--- config.mk ---
export PLATFORM = sky130hd
export DESIGN_NAME = bprs_ctrl
export DESIGN_NICKNAME = d
export VERILOG_FILES = /design/src/hw/rtl/bprs_pkg.sv /design/src/hw/rtl/bprs_ctrl.sv
export SDC_FILE = /design/constraint.sdc
export NUM_CORES = 1
export LEC_CHECK = 0
export BUFFER_PORTS_ARGS = -buffer_cell sky130_fd_sc_hd__buf_2
export CAP_MARGIN = 20
export CELL_PAD_IN_SITES_DETAIL_PLACEMENT = 1
export CELL_PAD_IN_SITES_GLOBAL_PLACEMENT = 1
export CORE_UTILIZATION = 38
export CTS_CLUSTER_SIZE = 20
export DETAILED_ROUTE_END_ITERATION = 8
export GPL_ROUTABILITY_DRIVEN = 0
export PLACE_DENSITY_LB_ADDON = 0.1
export RECOVER_POWER = 100
export SLEW_MARGIN = 0
export SYNTH_ARGS = -nofsm -noshare
export SYNTH_HDL_FRONTEND = slang
export SYNTH_SLANG_ARGS = --single-unit
--- constraint.sdc ---
create_clock -name i_clk -period 2.47 [get_ports i_clk]
set_input_delay 0.741 -clock i_clk [delete_from_list [all_inputs] [get_ports i_clk]]
set_output_delay 0.741 -clock i_clk [all_outputs]
set_load 0.02 [all_outputs]
--- src/hw/rtl/bprs_pkg.sv ---
// bprs_pkg: shared types, command codes and arithmetic helpers of the beat repeat stutter block
// used by bprs_div, bprs_dp, bprs_ctrl and the top level; depends on nothing
package bprs_pkg;

    // sample format
    localparam int SAMPLE_BITS = 24;
    localparam int WET_W       = 8;

    // shared divider and multiplier widths
    localparam int DIV_NW  = 36;
    localparam int DIV_DW  = 14;
    localparam int DIV_CW  = 6;
    localparam int MUL_AW  = 29;
    localparam int MUL_BW  = 18;
    localparam int PROD_W  = MUL_AW + MUL_BW;
    localparam int ACC_W   = PROD_W + 1;

    // register indexes of the configuration port
    localparam int CFG_IW = 3;
    localparam logic [CFG_IW-1:0] CFG_BPM      = 3'd0;
    localparam logic [CFG_IW-1:0] CFG_DIVISION = 3'd1;
    localparam logic [CFG_IW-1:0] CFG_MIX      = 3'd2;
    localparam logic [CFG_IW-1:0] CFG_FEEDBACK = 3'd3;
    localparam int CFG_DW = 17;

    // datapath commands
    localparam int OP_W = 5;
    localparam logic [OP_W-1:0] OP_NOP     = 5'd0;
    localparam logic [OP_W-1:0] OP_CLEAR   = 5'd1;
    localparam logic [OP_W-1:0] OP_LOAD    = 5'd2;
    localparam logic [OP_W-1:0] OP_ENG     = 5'd3;
    localparam logic [OP_W-1:0] OP_LMUL    = 5'd4;
    localparam logic [OP_W-1:0] OP_DIVLEN  = 5'd5;
    localparam logic [OP_W-1:0] OP_CAPTURE = 5'd6;
    localparam logic [OP_W-1:0] OP_BYPASS  = 5'd7;
    localparam logic [OP_W-1:0] OP_GMUL    = 5'd8;
    localparam logic [OP_W-1:0] OP_DIVG    = 5'd9;
    localparam logic [OP_W-1:0] OP_GSET    = 5'd10;
    localparam logic [OP_W-1:0] OP_RDA     = 5'd11;
    localparam logic [OP_W-1:0] OP_RDB     = 5'd12;
    localparam logic [OP_W-1:0] OP_LATB    = 5'd13;
    localparam logic [OP_W-1:0] OP_XM1     = 5'd14;
    localparam logic [OP_W-1:0] OP_XM2     = 5'd15;
    localparam logic [OP_W-1:0] OP_XSUM    = 5'd16;
    localparam logic [OP_W-1:0] OP_XDIV    = 5'd17;
    localparam logic [OP_W-1:0] OP_XSET    = 5'd18;
    localparam logic [OP_W-1:0] OP_REPA    = 5'd19;
    localparam logic [OP_W-1:0] OP_WM      = 5'd20;
    localparam logic [OP_W-1:0] OP_WB      = 5'd21;
    localparam logic [OP_W-1:0] OP_OM1     = 5'd22;
    localparam logic [OP_W-1:0] OP_OM2     = 5'd23;
    localparam logic [OP_W-1:0] OP_OSUM    = 5'd24;
    localparam logic [OP_W-1:0] OP_FIN     = 5'd25;
    localparam logic [OP_W-1:0] OP_PUSH    = 5'd26;

    typedef struct packed {
        logic [OP_W-1:0] op;
        logic            ch;
    } t_cmd;

    typedef struct packed {
        logic clr_last;
        logic eng_rise;
        logic bypass;
        logic xfade;
        logic div_busy;
    } t_stat;

    localparam logic signed [ACC_W-1:0] SAT_MAX = ACC_W'((64'sd1 <<< (SAMPLE_BITS - 1)) - 1);
    localparam logic signed [ACC_W-1:0] SAT_MIN = -SAT_MAX - ACC_W'(1);

    // divide by 32768 rounding toward zero
    function automatic logic signed [ACC_W-1:0] trunc15(input logic signed [ACC_W-1:0] v);
        logic signed [ACC_W-1:0] t;
        t = v + (v[ACC_W-1] ? ACC_W'(32767) : ACC_W'(0));
        return t >>> 15;
    endfunction

    // clip to the signed sample range
    function automatic logic signed [SAMPLE_BITS-1:0] sat_s(input logic signed [ACC_W-1:0] v);
        logic signed [ACC_W-1:0] c;
        c = (v > SAT_MAX) ? SAT_MAX : ((v < SAT_MIN) ? SAT_MIN : v);
        return c[SAMPLE_BITS-1:0];
    endfunction

endpackage

--- src/hw/rtl/bprs_ctrl.sv ---
// bprs_ctrl: sequencer that steps the datapath through one frame and owns the handshakes
// depends on bprs_pkg for command codes and the status struct
module bprs_ctrl (
    input  logic            i_clk,
    input  logic            i_rst_n,
    input  logic            i_in_valid,
    output logic            o_in_ready,
    output logic            o_out_valid,
    input  logic            i_out_ready,
    input  bprs_pkg::t_stat i_stat,
    output bprs_pkg::t_cmd  o_cmd
);
    import bprs_pkg::*;

    localparam logic [4:0] ST_CLEAR = 5'd0;
    localparam logic [4:0] ST_IDLE  = 5'd1;
    localparam logic [4:0] ST_ENG   = 5'd2;
    localparam logic [4:0] ST_LMUL  = 5'd3;
    localparam logic [4:0] ST_LDIV  = 5'd4;
    localparam logic [4:0] ST_LWAIT = 5'd5;
    localparam logic [4:0] ST_LCAP  = 5'd6;
    localparam logic [4:0] ST_PATH  = 5'd7;
    localparam logic [4:0] ST_GMUL  = 5'd8;
    localparam logic [4:0] ST_GDIV  = 5'd9;
    localparam logic [4:0] ST_GSET  = 5'd11;
    localparam logic [4:0] ST_RDA   = 5'd12;
    localparam logic [4:0] ST_RDB   = 5'd13;
    localparam logic [4:0] ST_LATB  = 5'd14;
    localparam logic [4:0] ST_XM1   = 5'd15;
    localparam logic [4:0] ST_XM2   = 5'd16;
    localparam logic [4:0] ST_XSUM  = 5'd17;
    localparam logic [4:0] ST_XDIV  = 5'd18;
    localparam logic [4:0] ST_XWAIT = 5'd19;
    localparam logic [4:0] ST_XSET  = 5'd20;
    localparam logic [4:0] ST_REPA  = 5'd21;
    localparam logic [4:0] ST_WM    = 5'd22;
    localparam logic [4:0] ST_WB    = 5'd23;
    localparam logic [4:0] ST_OM1   = 5'd24;
    localparam logic [4:0] ST_OM2   = 5'd25;
    localparam logic [4:0] ST_OSUM  = 5'd26;
    localparam logic [4:0] ST_FIN   = 5'd27;
    localparam logic [4:0] ST_PUSH  = 5'd28;

    logic [4:0]      r_state, n_state;
    logic            r_ch, n_ch;
    logic            r_ovld;
    logic            push;
    logic [OP_W-1:0] op;

    // next state and command decode
    always_comb begin
        n_state = r_state;
        n_ch    = r_ch;
        op      = OP_NOP;
        push    = 1'b0;
        case (r_state)
            ST_CLEAR: begin
                op = OP_CLEAR;
                if (i_stat.clr_last) n_state = ST_IDLE;
            end
            ST_IDLE: begin
                if (i_in_valid) begin
                    op      = OP_LOAD;
                    n_state = ST_ENG;
                end
            end
            ST_ENG: begin
                op      = OP_ENG;
                n_state = i_stat.eng_rise ? ST_LMUL : ST_PATH;
            end
            ST_LMUL:  begin op = OP_LMUL;   n_state = ST_LDIV; end
            ST_LDIV:  begin op = OP_DIVLEN; n_state = ST_LWAIT; end
            ST_LWAIT: if (!i_stat.div_busy) n_state = ST_LCAP;
            ST_LCAP:  begin op = OP_CAPTURE; n_state = ST_PATH; end
            ST_PATH: begin
                if (i_stat.bypass) begin
                    op      = OP_BYPASS;
                    n_state = ST_PUSH;
                end else begin
                    n_state = ST_GMUL;
                end
            end
            ST_GMUL:  begin op = OP_GMUL; n_ch = 1'b0; n_state = ST_GDIV; end
            ST_GDIV:  begin op = OP_DIVG; n_state = ST_GSET; end
            ST_GSET:  begin op = OP_GSET; n_state = ST_RDA; end
            ST_RDA:   begin op = OP_RDA;  n_state = ST_RDB; end
            ST_RDB:   begin op = OP_RDB;  n_state = ST_LATB; end
            ST_LATB: begin
                op      = OP_LATB;
                n_state = i_stat.xfade ? ST_XM1 : ST_REPA;
            end
            ST_XM1:   begin op = OP_XM1;  n_state = ST_XM2; end
            ST_XM2:   begin op = OP_XM2;  n_state = ST_XSUM; end
            ST_XSUM:  begin op = OP_XSUM; n_state = ST_XDIV; end
            ST_XDIV:  begin op = OP_XDIV; n_state = ST_XWAIT; end
            ST_XWAIT: if (!i_stat.div_busy) n_state = ST_XSET;
            ST_XSET:  begin op = OP_XSET; n_state = ST_WM; end
            ST_REPA:  begin op = OP_REPA; n_state = ST_WM; end
            ST_WM:    begin op = OP_WM;   n_state = ST_WB; end
            ST_WB:    begin op = OP_WB;   n_state = ST_OM1; end
            ST_OM1:   begin op = OP_OM1;  n_state = ST_OM2; end
            ST_OM2:   begin op = OP_OM2;  n_state = ST_OSUM; end
            ST_OSUM: begin
                op = OP_OSUM;
                if (!r_ch) begin
                    n_ch    = 1'b1;
                    n_state = i_stat.xfade ? ST_XM1 : ST_REPA;
                end else begin
                    n_state = ST_FIN;
                end
            end
            ST_FIN:   begin op = OP_FIN; n_state = ST_PUSH; end
            ST_PUSH: begin
                if (!r_ovld || i_out_ready) begin
                    op      = OP_PUSH;
                    push    = 1'b1;
                    n_state = ST_IDLE;
                end
            end
            default: n_state = ST_CLEAR;
        endcase
    end

    // state and output slot
    always_ff @(posedge i_clk) begin
        if (!i_rst_n) begin
            r_state <= ST_CLEAR;
            r_ch    <= 1'b0;
            r_ovld  <= 1'b0;
        end else begin
            r_state <= n_state;
            r_ch    <= n_ch;
            if (push) begin
                r_ovld <= 1'b1;
            end else if (i_out_ready) begin
                r_ovld <= 1'b0;
            end
        end
    end

    assign o_cmd.op    = op;
    assign o_cmd.ch    = r_ch;
    assign o_in_ready  = (r_state == ST_IDLE);
    assign o_out_valid = r_ovld;

endmodule

== Word-level counts from Yosys, hierarchy flattened ==
Cells that the tools add are included.

* Register bits: 7
* Latch bits: 0
* Bits in writable memories: 0
* Bits in read-only memories: 0
* Output and inout port bits: 8
* Word-level logic and storage cells: 61
* Memories kept: 0

* $add $sub $neg: 0
* Multiply operators: 0
* Div/mod/pow operators: 0
* Order comparisons: 0
* Eq/ne operators: 32
* Shift operators: 0
* Muxes and demuxes: 19
* Bitwise logic cells: 0
* Reductions and logical operators: 7

{| class="wikitable"
|+ Operator list
! kind !! number
|-
| one-hot mux 5 bit (27 select lines) || 1
|-
| one-hot mux 5 bit (26 select lines) || 1
|-
| == test 5 bit, second input constant || 13
|-
| 2-to-1 mux 5 bit || 9
|-
| == test 5 x 4 -> 1 bit, second input constant || 7
|-
| == test 5 x 3 -> 1 bit, second input constant || 4
|-
| == test 5 x 2 -> 1 bit, second input constant || 2
|-
| inequality test 2 bit, second input constant || 5
|-
| 2-to-1 mux 3 bit || 2
|-
| == test 5 x 1 -> 1 bit, second input constant || 1
|-
| zero test 5 bit || 1
|-
| AND reduction 5 bit || 1
|-
| 2-to-1 mux 1 bit || 4
|-
| nonzero test 2 bit || 2
|-
| 2-to-1 mux 2 bit || 1
|-
| one-hot mux 1 bit (2 select lines) || 1
|-
| OR reduction 2 bit || 1
|-
| zero test 1 bit || 1
|-
| logical OR 1 bit || 1
|}

== Depth between registers and ports, before layout ==
Gate-level depths: netlist of the first run.

* Depth in word-level cells: 5
* Depth in mapped cells: 7
* Mapped depth without buffers: 5

== Worst setup path after synthesis of the first run ==
No wires, ideal clock.

* Kind: input port to output port
* From: input i_out_ready
* To: output o_cmd[2] (netlist name)
* Data arrival time: 1.566 ns
* Setup slack: 0.163 ns
* Stages: 3
* Buffers on the path: 0
* Cell sequence: nand2b_1 > a31oi_1 > o31ai_1

{| class="wikitable"
|+ RTL lines
! element !! line !! source
|-
| start, declared || bprs_ctrl.sv:9 || <nowiki>input logic i_out_ready,</nowiki>
|-
| end, declared || bprs_ctrl.sv:11 || <nowiki>output bprs_pkg::t_cmd o_cmd</nowiki>
|}

==> results of run 1 <==
placed cells by master (no fill, tap or decap), types with 3 or more instances in the layout:
cell                       synthesis  final
sky130_fd_sc_hd__a21oi_1          14     14
sky130_fd_sc_hd__buf_2             5     10
sky130_fd_sc_hd__buf_4             1      4
sky130_fd_sc_hd__buf_6             1      3
sky130_fd_sc_hd__clkbuf_1          5      5
sky130_fd_sc_hd__clkbuf_2          0      3
sky130_fd_sc_hd__clkbuf_4          0      3
sky130_fd_sc_hd__dfxtp_2           0      3
sky130_fd_sc_hd__nand2_1          10     10
sky130_fd_sc_hd__nand2b_1          5      4
sky130_fd_sc_hd__nand3_1           3      3
sky130_fd_sc_hd__nand3b_1          4      4
sky130_fd_sc_hd__nor2_1           11     10
sky130_fd_sc_hd__nor2b_1           4      3
sky130_fd_sc_hd__nor3_1            5      5
sky130_fd_sc_hd__o211ai_1          3      3
sky130_fd_sc_hd__o21ai_0           5      5
sky130_fd_sc_hd__o21ai_1           8      8
sky130_fd_sc_hd__o22ai_1           3      3
sky130_fd_sc_hd__o31ai_1           3      3
tightest hold or removal path, stage by stage, from the launching register on:
cell	delay [ps]
sky130_fd_sc_hd__dfxtp_1	360
sky130_fd_sc_hd__o31ai_1	90
sky130_fd_sc_hd__a21boi_1	60
cell type report:
class | instances | area, um^2
well taps | 28 | 35.0
inverters | 4 | 17.5
multi-input cells | 108 | 691
clock buffers | 4 | 26.3
fillers | 296 | 1130
flip-flops and latches | 7 | 151
repair buffers | 26 | 179
how the worst min path moves through the flow:
stage                     startpoint    to  slack, ps  cells after the start
after floorplan                 r_ch  r_ch        490                      2
final                           r_ch  r_ch        560                      2
after detailed placement        r_ch  r_ch        540                      2
after global placement          r_ch  r_ch        520                      2
after global routing            r_ch  r_ch        590                      2
after CTS                       r_ch  r_ch        560                      2
registers in the layout (all words and copies together) (netlist names):
register and cells:
r_state 5, o_out_valid 1, r_ch 1
cells in the mapped netlist (all sizes together), types with 2 or more instances:
master	instances	area share, %
nand3b	4	3.3
and2	2	1.4
inv	4	1.7
o22ai	3	2.1
a22oi	2	1.7
a21oi	14	7.8
dfxtp	7	16
nand3	3	1.7
nand2b	5	3.5
nor2	11	4.6
a311oi	3	2.9
nor2b	4	2.8
o21ai	13	7.2
o31ai	3	2.5
buf	10	6.1
clkbuf	5	2.1
nand2	10	4.2
or4	3	3.3
o211ai	3	2.5
nor3	5	2.8
power by group through the flow:
| stage | Sequential, mW | Clock, mW | Combinational, mW |
|---|---|---|---|
| 6_report | 0.127 | 0.108 | 0.149 |
| 5_1_grt | 0.127 | 0.116 | 0.162 |
| 4_1_cts | 0.125 | 0.110 | 0.144 |
| 3_5_place_dp | 0.126 | 0 | 0.139 |
| 3_3_place_gp | 0.125 | 0 | 0.135 |
| 2_1_floorplan | 0.123 | 0 | 0.0979 |
timing repair:
item	in CTS	in global routing
setup buffers	0	1
gates resized for setup	6	16
endpoints found under the setup margin	3	5
pin swaps	1	1
cells by family after synthesis:
kind of cell,Yosys count
buf+inv,19
simple gates,53
xor+xnor,1
compound gates,53
mux,1
flops,7
layer usage:
layer,GRT usage [%],wire (um),vias up
li1,-,-,534
met1,35.9,1460,536
met2,40.9,1390,23
met3,5.45,82,7
met4,6.02,48,0
met5,0,0,-
through the flow:
stage               setup WS (ps)  power [mW]
floorplan                     163       0.221
global placement            -1.70       0.260
detailed placement          -19.3       0.265
CTS                          22.1       0.379
global route                 6.53       0.405
finish                       56.2       0.383
==> results.tsv, run 1 <==
metric	value	unit
synth_cell_type_count	46	
max_clock_freq	414	MHz
vias_per_cell	6.21	
grt_util_all_layers	26.0	%
synth_flop_cell	sky130_fd_sc_hd__dfxtp_1	
drt_first_pass_iters	4	
final_critical_path_share_of_the_clock_period	97.7	%
crit_path_launch_type	flip-flop	
via_count_of_the_first_global_routing_pass	1057	
syn_nets	143	
antenna_found_initial	0	
timing.critical_path.fanout_max	8	
ys_warn_count	0	
drt.antenna.violating_nets	0	
finalClockSkew	7.83	ps
route.vias.total	1100	
cell_with_the_largest_stage_delay_on_the_worst_path	sky130_fd_sc_hd__dfxtp_4	
max_slew_margin	81.4	%
width_of_the_die	50.7	um
vdd.ir_drop.worst	0.257	mV
synth_compound_gate_area_share	40.1	%
num-nets-final	159	
r2r_slack	500	ps
cts_sinks	7	
initial_core_utilization	40.4	%
required_time_of_the_critical_path	1730	ps
detailed_placement_wirelength_estimate	2.17	mm
top_level_ports	17	
seq_power_share	33.1	%
core_region_area	2230	um^2
insertedDiodeCount	0	
synth_adder_area_share	0	%
synth-simple-area-share	32.3	%
worstSkewPairLatency	260	ps
power.switching_fraction	36.1	%
grt_max_degree	27	
vertical_die_dimension	50.7	um
synth.area.mux_share	1.25	%
critPathLaunch	r_state[1]	
clkSlewWorstSetupHoldPaths	60	ps
hold_ws	559	ps
regToRegStartpoint	r_state[3]	
avgRoutedWirePerCell	16.8	um
setup_total_negative_slack	0	ps
power_report.internal_total	0.245	mW
placementRows	17	
cp-end-kind	output pin	
synth_enable_flop_cells	0	
critPathArrivalTime	1670	ps
final-setup-viol-count	0	
final_util	49.2	%
cts_inserted_buffers	3	
holdBufCountCts	0	
synthArstFlopShare	0	%
cts_tree	yes	
critPathTopFamily	compound AO/OA/AOI/OAI gates	
placed_cells	172	
route.final.wire_length	2.98	mm
drv_cap	0	
yosys.area_share.xor_xnor	0.971	%
setup.worst_path.class	flip-flop to output pin	
clock_power_share	28.1	%
worst-r2r-cell-count	6	
global_route.overflow_total	0	
final_cells	177	
htreeDepth	1	
drt_iter0_drc	23	
tightestPinTransition	277	ps
final_layout_size_suffix_gt1_share	28.2	%
crit_path_end	o_cmd[2]	
area_delta_synth_final	21.9	%
synth.ff_latch_count	7	
seq_area_frac_synth	15.5	%
number_of_remaining_drc_errors	0	
combPwrFrac	38.8	%
crit_path_max_incr_delay	380	ps
min_path_type	flip-flop to flip-flop	
port_buffers	16	
cp_num_cells	5	
report.final.slew_viol_count	0	
placed_area	1020	um^2
p_leak	0.381	nW
timing.critical_path.buf_inv	1	
die_footprint	2570	um^2
hold_viol	0	
largest_family_of_logic_cells_by_synthesized_area	compound AO/OA/AOI/OAI gates	
synthesis.area	902	um^2
power_switching	0.138	mW
power_per_cell_area	348	nW/um^2
max-clock-path-buffers	2	
first_pass_grt_wire_length	5.10	mm
ordered_cell_list_for_the_critical_path	or3_4 > a311oi_2 > a221oi_2 > o31ai_1 > buf_2	
status	finished, final reports clean	
postSynthCellCount	134	
syn_avg_cell_area	6.73	um^2
final_design_area_no_fill	1100	um^2
final.min_clock_period	2410	ps
worst_r2r_endpoint	r_state[2]	
clock-root-buffer	sky130_fd_sc_hd__clkbuf_4	
rsz0062_at_grt	false	
Power figures use the tool's default switching activity.
==> run 2, diff against run 1 <==
clock period = 2.3 ns   (was 2.47 ns; I/O delays follow)
==> results.tsv, run 2 (synthesis gave the netlist of run 1 again) <==
metric	value	unit	change
status	finished, violations left		
failed_checks	negative setup slack		
cp-end-kind	output pin		
r2r_slack	440	ps	-60 ps
via_count_of_the_first_global_routing_pass	1056		-0.095%
number_of_remaining_drc_errors	0		unchanged
crit_path_launch_type	flip-flop		
cts_tree	yes		
initial_core_utilization	40.4	%	unchanged
vdd.ir_drop.worst	0.375	mV	+46%
area_delta_synth_final	27.0	%	
required_time_of_the_critical_path	1610	ps	-120 ps
route.final.wire_length	2.95	mm	-1.1%
power_per_cell_area	359	nW/um^2	+3.1%
die_footprint	2570	um^2	unchanged
detailed_placement_wirelength_estimate	2.10	mm	-3.5%
final-setup-viol-count	1		+1
hold_viol	0		unchanged
max_slew_margin	79.4	%	-2.0 points
grt_max_degree	27		unchanged
registers.top_by_ff_count	r_state		
vertical_die_dimension	50.7	um	unchanged
final_cells	181		+2.3%
cts_inserted_buffers	3		unchanged
width_of_the_die	50.7	um	unchanged
max_clock_freq	434	MHz	
drt_iter0_drc	14		-39%
htreeDepth	1		unchanged
vias_per_cell	6.20		-0.25%
worst-r2r-cell-count	6		unchanged
global_route.usage.met1	34.4	%	-1.5 points
holdBufCountCts	0		unchanged
antenna_found_initial	0		unchanged
clock-root-buffer	sky130_fd_sc_hd__clkbuf_4		
worst_hold_path.num_cells	2		unchanged
largest_reg_flops	5		unchanged
drt_first_pass_iters	4		unchanged
drt.antenna.violating_nets	0		unchanged
global_route.overflow_total	0		unchanged
finalClockSkew	3.20	ps	-4.62 ps
cts_sinks	7		unchanged
final_layout_size_suffix_gt1_share	32.0	%	+3.8 points
worstSkewPairLatency	250	ps	about the same
first_pass_grt_wire_length	5.00	mm	-1.9%
num-nets-final	163		+2.5%
report.final.slew_viol_count	0		unchanged
grt_util_all_layers	25.5	%	-0.47 points
drv_cap	0		unchanged
final_util	51.3	%	+2.1 points
placed_cells	174		+1.2%
final.min_clock_period	2300	ps	
avgRoutedWirePerCell	16.3	um	-3.3%
placementRows	17		unchanged
tightestPinTransition	307	ps	+30.0 ps
route.vias.total	1122		+2.0%
min_path_type	flip-flop to flip-flop		
setup.worst_path.class	flip-flop to output pin		
groute.layer.met3.usage	4.85	%	-0.61 points
rsz0062_at_grt	true		
insertedDiodeCount	0		unchanged
timing.critical_path.fanout_max	4		-4
hold_ws	545	ps	-14.1 ps
critPathArrivalTime	1610	ps	-60 ps
core_region_area	2230	um^2	unchanged
leading_cell_types_in_the_layout_fill_and_taps_excluded	14 x sky130_fd_sc_hd__a21oi_1, 12 x sky130_fd_sc_hd__buf_2, 10 x sky130_fd_sc_hd__nand2_1, 10 x sky130_fd_sc_hd__nor2_1, 9 x sky130_fd_sc_hd__buf_4		
setup_ws	-4.05	ps	-60.2 ps
grt.busiest_layer	met2		
grt_use_met2	42.4	%	+1.6 points
max-clock-path-buffers	2		unchanged
layout.cells.most_common	sky130_fd_sc_hd__a21oi_1		
final_critical_path_share_of_the_clock_period	100	%	
clkSlewWorstSetupHoldPaths	50	ps	about the same
port_buffers	16		unchanged
top_level_ports	17		unchanged
p_leak	0.414	nW	+8.9%
## run 2: timing repair
action                     CTS  global route
resized for setup           17             6
buffers inserted             3             0
pin swaps                    2             0
setup endpoints to repair    4             4
## run 2: worst paths after layout
path / to / start
hold reg to reg: r_ch / r_ch
hold / removal: r_ch / r_ch
setup reg to reg: r_state[1] / r_state[3]
setup / recovery: o_cmd[2] / r_state[2]
## run 2: per-stage QoR
| step | total power [mW] | setup TNS (ps) | setup WS (ps) | cell area (um^2) |
|---|---|---|---|---|
| after floorplan | 0.238 | 0 | 61.2 | 902 |
| after global placement | 0.283 | -63.7 | -63.7 | 1040 |
| after detailed placement | 0.285 | -81.3 | -81.3 | 1040 |
| after CTS | 0.416 | -4.48 | -4.48 | 1140 |
| after global routing | 0.440 | -188 | -104 | 1150 |
| final | 0.412 | -4.05 | -4.05 | 1150 |
## run 2: cell type report
cell class / count / area [um^2]
repair buffers: 30 / 216
inverters: 4 / 15.0
fillers: 300 / 1090
multi-input cells: 108 / 697
flip-flops and latches: 7 / 156
well taps: 28 / 35.0
clock buffers: 4 / 26.3
## run 2: worst max-delay path, stage by stage, from the launching register on
cell and delay (ps):
sky130_fd_sc_hd__dfxtp_4 380, sky130_fd_sc_hd__inv_2 60, sky130_fd_sc_hd__or3_1 320, sky130_fd_sc_hd__a311oi_2 290, sky130_fd_sc_hd__a221oi_2 50, sky130_fd_sc_hd__o31ai_1 70
sky130_fd_sc_hd__buf_2 200
## run 2: where the power goes
group	internal, mW	leakage, nW	switching, mW
logic	0.0770	0.339	0.0907
registers	0.124	0.0602	0.00859
clock network	0.0662	0.0150	0.0448
## run 2: routing by layer
metal	vias up	share of wire (%)
li1	546	-
met1	552	49
met2	22	48
met3	2	2.5
met4	0	0.64
met5	-	0
